File: config.mk
export PLATFORM = sky130hd
export DESIGN_NAME = syllable_address_decoder_unit
export DESIGN_NICKNAME = d
export VERILOG_FILES = /design/src/hw/rtl/sad_pkg.sv /design/src/hw/rtl/syllable_address_decoder_unit.sv /design/src/hw/rtl/sad_char_step.sv /design/src/hw/rtl/sad_result.sv
export SDC_FILE = /design/constraint.sdc
export NUM_CORES = 1
export LEC_CHECK = 0
export ABC_AREA = 1
export BUFFER_PORTS_ARGS = -buffer_cell sky130_fd_sc_hd__buf_2
export CAP_MARGIN = 40
export CORE_MARGIN = 3
export CORE_UTILIZATION = 45
export CTS_CLUSTER_DIAMETER = 80
export CTS_CLUSTER_SIZE = 8
export DETAILED_ROUTE_END_ITERATION = 8
export PLACE_DENSITY = 0.67
export SLEW_MARGIN = 0
export SYNTH_ARGS = -nofsm -noshare
export SYNTH_HDL_FRONTEND = slang
export SYNTH_HIERARCHICAL = 1
export SYNTH_SLANG_ARGS = --single-unit
File: constraint.sdc
create_clock -name clk -period 4.35 [get_ports clk]
set_input_delay 1.305 -clock clk [delete_from_list [all_inputs] [get_ports clk]]
set_output_delay 1.305 -clock clk [all_outputs]
set_load 0.02 [all_outputs]
File: src/hw/rtl/sad_pkg.sv
`timescale 1ns / 1ps
`default_nettype none
package sad_pkg;

  localparam int unsigned CONS_COUNT = 16;
  localparam int unsigned VOWEL_COUNT = 4;

  localparam logic [4:0] KEPT_TOTAL = 5'd16;

  localparam logic [7:0] CH_END = 8'h00;
  localparam logic [7:0] CH_DASH = 8'h2d;
  localparam logic [7:0] CH_SPACE = 8'h20;
  localparam logic [7:0] CH_DOT = 8'h2e;
  localparam logic [7:0] CH_UNDER = 8'h5f;
  localparam logic [7:0] CASE_OFFSET = 8'h20;

  localparam logic [7:0] CONS_TABLE [CONS_COUNT] = '{
    8'h42, 8'h44, 8'h46, 8'h47, 8'h4a, 8'h4b, 8'h4c, 8'h4d,
    8'h4e, 8'h50, 8'h52, 8'h53, 8'h54, 8'h56, 8'h57, 8'h5a
  };

  localparam logic [7:0] VOWEL_TABLE [VOWEL_COUNT] = '{
    8'h41, 8'h45, 8'h49, 8'h4f
  };

  typedef struct packed {
    logic [4:0]  kept_count;
    logic [47:0] accumulated_bits;
    logic        bad_letter;
    logic        ended;
  } dec_state_t;

endpackage
`default_nettype wire

File: src/hw/rtl/syllable_address_decoder_unit.sv
// Syllable address decoder.
// Input channel: one character byte per transfer on ch, with last marking the
// final character of a string. Separators are dropped, lowercase is folded,
// and the first sixteen kept characters are decoded as consonant/vowel pairs.
// Output channel: one transfer per string, sent for the character marked last,
// carrying ip_word, port_number and status (1 on bad length or bad letter;
// the address fields are then zero).
// A character is taken every cycle unless in_stall is high. Each transfer first
// lands in an input register; from there the decode logic updates the string
// state and, for a last character, loads the result register.
// When the result register is full and out_stall is high, a last character
// waits in the input register and in_stall rises; other characters keep
// flowing. Reset empties both registers and clears the string state.
`timescale 1ns / 1ps
`default_nettype none
module syllable_address_decoder_unit (
  input  wire logic        clk,
  input  wire logic        rst,
  input  wire logic        in_valid,
  output logic             in_stall,
  input  wire logic [7:0]  ch,
  input  wire logic        last,
  output logic             out_valid,
  input  wire logic        out_stall,
  output logic [31:0]      ip_word,
  output logic [15:0]      port_number,
  output logic             status
);
  import sad_pkg::*;

  logic       stg_valid;
  logic [7:0] stg_ch;
  logic       stg_last;

  dec_state_t state;
  dec_state_t state_next;

  logic [31:0] res_ip;
  logic [15:0] res_port;
  logic        res_status;

  logic out_free;
  logic proc_go;

  sad_char_step u_step (
    .ch  (stg_ch),
    .cur (state),
    .nxt (state_next)
  );

  sad_result u_result (
    .fin         (state_next),
    .ip_word     (res_ip),
    .port_number (res_port),
    .status      (res_status)
  );

  assign out_free = !out_valid || !out_stall;
  assign proc_go = stg_valid && (!stg_last || out_free);
  assign in_stall = stg_valid && !proc_go;

  always_ff @(posedge clk) begin
    if (rst) begin
      stg_valid <= 1'b0;
    end else if (!in_stall) begin
      stg_valid <= in_valid;
    end
    if (!in_stall && in_valid) begin
      stg_ch <= ch;
      stg_last <= last;
    end
  end

  always_ff @(posedge clk) begin
    if (rst) begin
      state <= '0;
    end else if (proc_go) begin
      if (stg_last) begin
        state <= '0;
      end else begin
        state <= state_next;
      end
    end
  end

  always_ff @(posedge clk) begin
    if (rst) begin
      out_valid <= 1'b0;
    end else if (proc_go && stg_last) begin
      out_valid <= 1'b1;
    end else if (!out_stall) begin
      out_valid <= 1'b0;
    end
    if (proc_go && stg_last) begin
      ip_word <= res_ip;
      port_number <= res_port;
      status <= res_status;
    end
  end

endmodule
`default_nettype wire

File: src/hw/rtl/sad_char_step.sv
`timescale 1ns / 1ps
`default_nettype none
module sad_char_step (
  input  wire logic [7:0]          ch,
  input  wire sad_pkg::dec_state_t cur,
  output sad_pkg::dec_state_t      nxt
);
  import sad_pkg::*;

  logic [7:0] upper;
  logic       is_sep;
  logic       skip;
  logic [3:0] cons_idx;
  logic       cons_hit;
  logic [1:0] vowel_pos;
  logic       vowel_hit;

  always_comb begin
    upper = (ch inside {[8'h61:8'h7a]}) ? ch - CASE_OFFSET : ch;
    is_sep = ch inside {CH_DASH, CH_SPACE, CH_DOT, CH_UNDER};
    skip = cur.ended || (cur.kept_count >= KEPT_TOTAL);

    cons_idx = '0;
    cons_hit = 1'b0;
    for (int i = 0; i < CONS_COUNT; i++) begin
      if (CONS_TABLE[i] == upper) begin
        cons_idx = 4'(i);
        cons_hit = 1'b1;
      end
    end

    vowel_pos = '0;
    vowel_hit = 1'b0;
    for (int i = 0; i < VOWEL_COUNT; i++) begin
      if (VOWEL_TABLE[i] == upper) begin
        vowel_pos = 2'(i);
        vowel_hit = 1'b1;
      end
    end

    nxt = cur;
    if (!skip) begin
      if (ch == CH_END) begin
        nxt.ended = 1'b1;
      end else if (!is_sep) begin
        if (!cur.kept_count[0]) begin
          nxt.accumulated_bits = {cur.accumulated_bits[43:0], cons_idx};
          nxt.bad_letter = cur.bad_letter || !cons_hit;
        end else begin
          nxt.accumulated_bits = {cur.accumulated_bits[45:0], vowel_pos};
          nxt.bad_letter = cur.bad_letter || !vowel_hit;
        end
        nxt.kept_count = cur.kept_count + 5'd1;
      end
    end
  end

endmodule
`default_nettype wire

File: src/hw/rtl/sad_result.sv
`timescale 1ns / 1ps
`default_nettype none
module sad_result (
  input  wire sad_pkg::dec_state_t fin,
  output logic [31:0]              ip_word,
  output logic [15:0]              port_number,
  output logic                     status
);
  import sad_pkg::*;

  logic [47:0] acc;

  always_comb begin
    acc = fin.accumulated_bits;
    status = (fin.kept_count != KEPT_TOTAL) || fin.bad_letter;
    if (status) begin
      ip_word = '0;
      port_number = '0;
    end else begin
      ip_word = {acc[23:16], acc[31:24], acc[39:32], acc[47:40]};
      port_number = acc[15:0];
    end
  end

endmodule
`default_nettype wire

==> impl.org <==
** Yosys
- After technology mapping, the gate count stands at 759.
- Async S/R FF share, synth :: 0%
- Sorting the synthesized cells by area gives the leading types as sky130_fd_sc_hd__edfxtp_1 (29%), sky130_fd_sc_hd__dfxtp_1 (19%), sky130_fd_sc_hd__nand2_1 (13%).
- The top cell type by area accounts for 29.3% of the synthesized area.
- Sequential share of the synthesized area :: 48.6%
- Summed over all instances, the cell type with the most area after synthesis is sky130_fd_sc_hd__edfxtp_1.
- Number of nets produced by synthesis :: 775
- Total of warnings raised by yosys :: 6
- Unique cell type count in the Yosys netlist :: 34
- Synthesis inferred 115 register bits.
- Synth Cell Area :: 5940 µm²
- In the synthesized netlist the dominant register cell turns out to be sky130_fd_sc_hd__edfxtp_1.
- Number of enable-type register cells in the synthesized netlist :: 58
- Mapped Avg Cell Area :: 7.82 µm²

** Power
- Share of power burned in the clock network :: 52.8%
- For this design the ratio of total power to cell area is 415 nW/µm².
- In this run, flip-flops and latches consume 40.5% of the power.
- Switching power of the nets :: 0.619 mW
- Leak pwr :: 2.46 nW
- Peak supply drop :: 0.213 mV
- Internal power :: 2.27 mW
- Switching share of total power :: 21.4%
- Proportion of power drawn by combinational gates :: 6.8%

** Placed design
- At the end of routability-driven placement, the weighted congestion stood at 0.889.
- In this run the tool buffered the top-level ports with 63 buffer cells.
- Including well taps, the total number of placed cells is 961.
- HPWL after detailed placement :: 8170 µm

** Drt
- Detail-routed net length per standard cell :: 12.4 µm
- Once detail routing completed, the nets flagged for antenna violations numbered 0.
- After detailed routing, the number of remaining DRC violations is 0.
- The detailed router placed 4,977 vias in this run.
- The final layout contains routed wiring with a total length of 12,400 µm.
- Via-to-Cell Ratio :: 5.01
- First-iteration detailed-routing DRC count :: 325
- Drt pass-1 iters :: 5

** Timing
- Final critical delay including setup and external delays :: 3.33 ns
- Worst-case clock skew :: 0.0110 ns
- Timing would allow up to 301 MHz.
- Setup repair after global routing left no endpoint under its margin.
- Headroom to the max-slew limit came out at 48.2%.
- Summed over all failing endpoints, the final setup total negative slack is 0 ns.
- The max-slew violation total from the final report came to 0.
- The final count of hold timing violations is 0.
- Setup violations remaining at the end of the flow were counted as 0.
- For the pin with the worst max-slew slack, the measured transition is 0.777 ns.
- Part of the cycle the worst path needs :: 76.5%

** Worst setup path
- Cell mode on critical path :: sky130_fd_sc_hd__nand2_1
- In this design, the stage delay of the slowest critical-path cell is 0.44 ns.
- STA classifies the critical path startpoint as a register.
- Slowest cell on the critical path :: sky130_fd_sc_hd__edfxtp_1
- For the worst setup path, the data required time is 4.61 ns.
- Of all nets on the critical path, the largest fanout is 29.
- Arrival time of the worst setup path :: 3.59 ns
- The worst setup path is captured at a register.
- R2R setup slack :: 1.02 ns
- The worst setup path is of the register to register kind.
- CP Cell Sequence :: inv_1 -> ha_1 -> a21oi_1 -> o21ai_0 -> nand3_1 -> nand2_1 -> nor2_1 -> o21ai_0 -> nand2_1 -> inv_1 -> nand3_1 -> nand2_1 -> nand2_1 -> nand2_1 -> nor2_2 -> nand3_2 -> buf_4 -> nor2_1

** Die
- Starting density of the core :: 46.5%
- The floorplan step defined a core boundary enclosing 12,800 µm².
- Die area :: 14,600 µm²
- Number of primary I/O pins :: 64
- Total number of placement rows :: 41
- In this run the vertical extent of the chip is 121 µm.
- In this run the horizontal extent of the chip is 121 µm.

** Finish
- Cells with a size suffix above 1 make up 15.2% of the layout.
- The area growth from synthesis to layout is 17.3%.
- The repair_antennas step left the layout with diodes totalling 0.
- Final std cells w/o fill :: 993
- Counting the fill cells in the layout gives 1,180.
- For this run, the post-layout net count is 824.
- Leading cell types in the layout, fill and taps excluded :: sky130_fd_sc_hd__nand2_1 (202), sky130_fd_sc_hd__inv_1 (124), sky130_fd_sc_hd__nor2_1 (67), sky130_fd_sc_hd__buf_2 (63), sky130_fd_sc_hd__a21oi_1 (60)
- Most common library cell in the layout ignoring fill and taps :: sky130_fd_sc_hd__nand2_1

** Clock tree
- Post-CTS timing repair inserted 0 buffers for setup.
- Clock tree synthesis found a total of 115 sinks.
- Once the clock tree was built, the resizer swapped 0 gates to a different size.
- The tree is rooted in a sky130_fd_sc_hd__clkbuf_16.
- TritonCTS built the clock tree.
- In this run, CTS created clock tree buffers numbering 17.
- In this run the number of H-tree levels came out at 4.
- Worst-path clk slew :: 0.05 ns
- Clock buffer depth :: 2
- The later pin in the worst-skew pair is clocked with a latency of 0.42 ns.
- In this run, post-CTS hold repair placed 0 buffers.

** GRT
- Most Used Layer, Global Route :: met2
- Wire length of the first global-routing pass :: 20,600 µm
- Grt met2 use :: 29.6%
- Met3 Track Usage GR :: 4.38%
- For this run the aggregate overflow at the end of global routing stands at 0.
- Number of global-route vias before repair :: 4,597
- Number of antenna violations at the first check in global routing :: 0
- For this run, global-route usage on met1 was measured as 21.4%.
- All-Layer GR Usage :: 17.6%
- Entering global routing, the biggest net connects 86 pins.

** Hold path
- The min-delay analysis places its worst path in the category register to register.

** Outcome
- The run finished with clean final reports.

** Run
- The tool flagged a number of max-cap violations equal to 0.
==> worst max-delay path: cells and delay by family (launching register included) <==
kind	cells	cell delay, ns
and+or+nand+nor	11	1.45
buffers and inverters	3	0.55
DFF	1	0.44
AOI/OAI and AO/OA	3	0.42
adders and majority gates	1	0.30
==> power groups by stage <==
stage          clock network (mW)  logic, mW  registers [mW]
2_1_floorplan                   0      0.134            1.20
3_3_place_gp                    0      0.185            1.19
3_5_place_dp                    0      0.195            1.19
4_1_cts                      1.55      0.196            1.17
5_1_grt                      1.60      0.220            1.17
6_report                     1.53      0.195            1.17
==> cell families after synthesis <==
logic type / after synthesis / share of synthesized area, %
AOI/OAI and AO/OA: 160 / 15.6
adders and majority gates: 3 / 0.632
and+or+nand+nor: 309 / 22.4
xor gates and xnor gates: 3 / 0.443
buffers and inverters: 169 / 12.3
DFF: 115 / 48.6
==> registers in the layout (all words and copies together), names as in the netlist <==
signal,count
state,55
ip_word,32
port_number,16
stg_ch,8
out_valid,1
status,1
stg_last,1
stg_valid,1
==> Yosys cell counts (2+ instances only) <==
cell                       count
sky130_fd_sc_hd__dfxtp_1      57
sky130_fd_sc_hd__nand2_2       2
sky130_fd_sc_hd__a21o_1        2
sky130_fd_sc_hd__nand3_1      12
sky130_fd_sc_hd__nor2_2        2
sky130_fd_sc_hd__edfxtp_1     58
sky130_fd_sc_hd__buf_1         3
sky130_fd_sc_hd__o21ai_1      43
sky130_fd_sc_hd__nor3b_1       3
sky130_fd_sc_hd__nor3_1        3
sky130_fd_sc_hd__nand3_2       2
sky130_fd_sc_hd__a21oi_1      60
sky130_fd_sc_hd__o211ai_1     42
sky130_fd_sc_hd__nor2_4       11
sky130_fd_sc_hd__clkbuf_1     12
sky130_fd_sc_hd__nand4_1       2
sky130_fd_sc_hd__inv_2         3
sky130_fd_sc_hd__nand2_1     202
sky130_fd_sc_hd__buf_6         7
sky130_fd_sc_hd__ha_1          3
sky130_fd_sc_hd__buf_2        13
sky130_fd_sc_hd__xor2_1        3
sky130_fd_sc_hd__inv_1       125
sky130_fd_sc_hd__nor2_1       67
sky130_fd_sc_hd__buf_4         5
sky130_fd_sc_hd__o21ai_0       9
==> layer usage <==
layer	vias up	routed length [µm]
li1	2531	-
met1	2310	5630
met2	121	5930
met3	15	588
met4	0	204
met5	-	0
==> path summary, 6_finish.rpt <==
path / startpoint / endpoint / depth (start not counted)
setup / recovery: stg_ch[5] / ip_word[1] / 18
hold / removal: state[46] / state[46] / 2
hold reg to reg: state[46] / state[46] / 2
setup reg to reg: stg_ch[5] / ip_word[1] / 18
==> per-stage QoR <==
step	area (µm²)	power [mW]	util, %	hold WS (ns)	setup WS, ns
floorplan	5940	1.34	-	0.439	1.28
global placement	6250	1.38	49.0	0.448	1.17
detailed placement	6310	1.39	49.4	0.455	1.04
CTS	6970	2.92	54.5	0.466	1.01
global route	6970	2.99	54.5	0.483	0.594
finish	6970	2.89	54.5	0.466	1.02
==> layout make-up <==
| type | count | area, µm² | area share (%) |
|---|---|---|---|
| clock buffers | 22 | 474 | 6.81 |
| clock inverters | 10 | 178 | 2.55 |
| inverters | 128 | 480 | 6.90 |
| multi-input cells | 475 | 2320 | 33.3 |
| flip-flops and latches | 115 | 2880 | 41.4 |
| well taps | 172 | 215 | 3.09 |
| repair buffers | 71 | 413 | 5.93 |
Note: power is estimated with default switching activity, not from simulation.
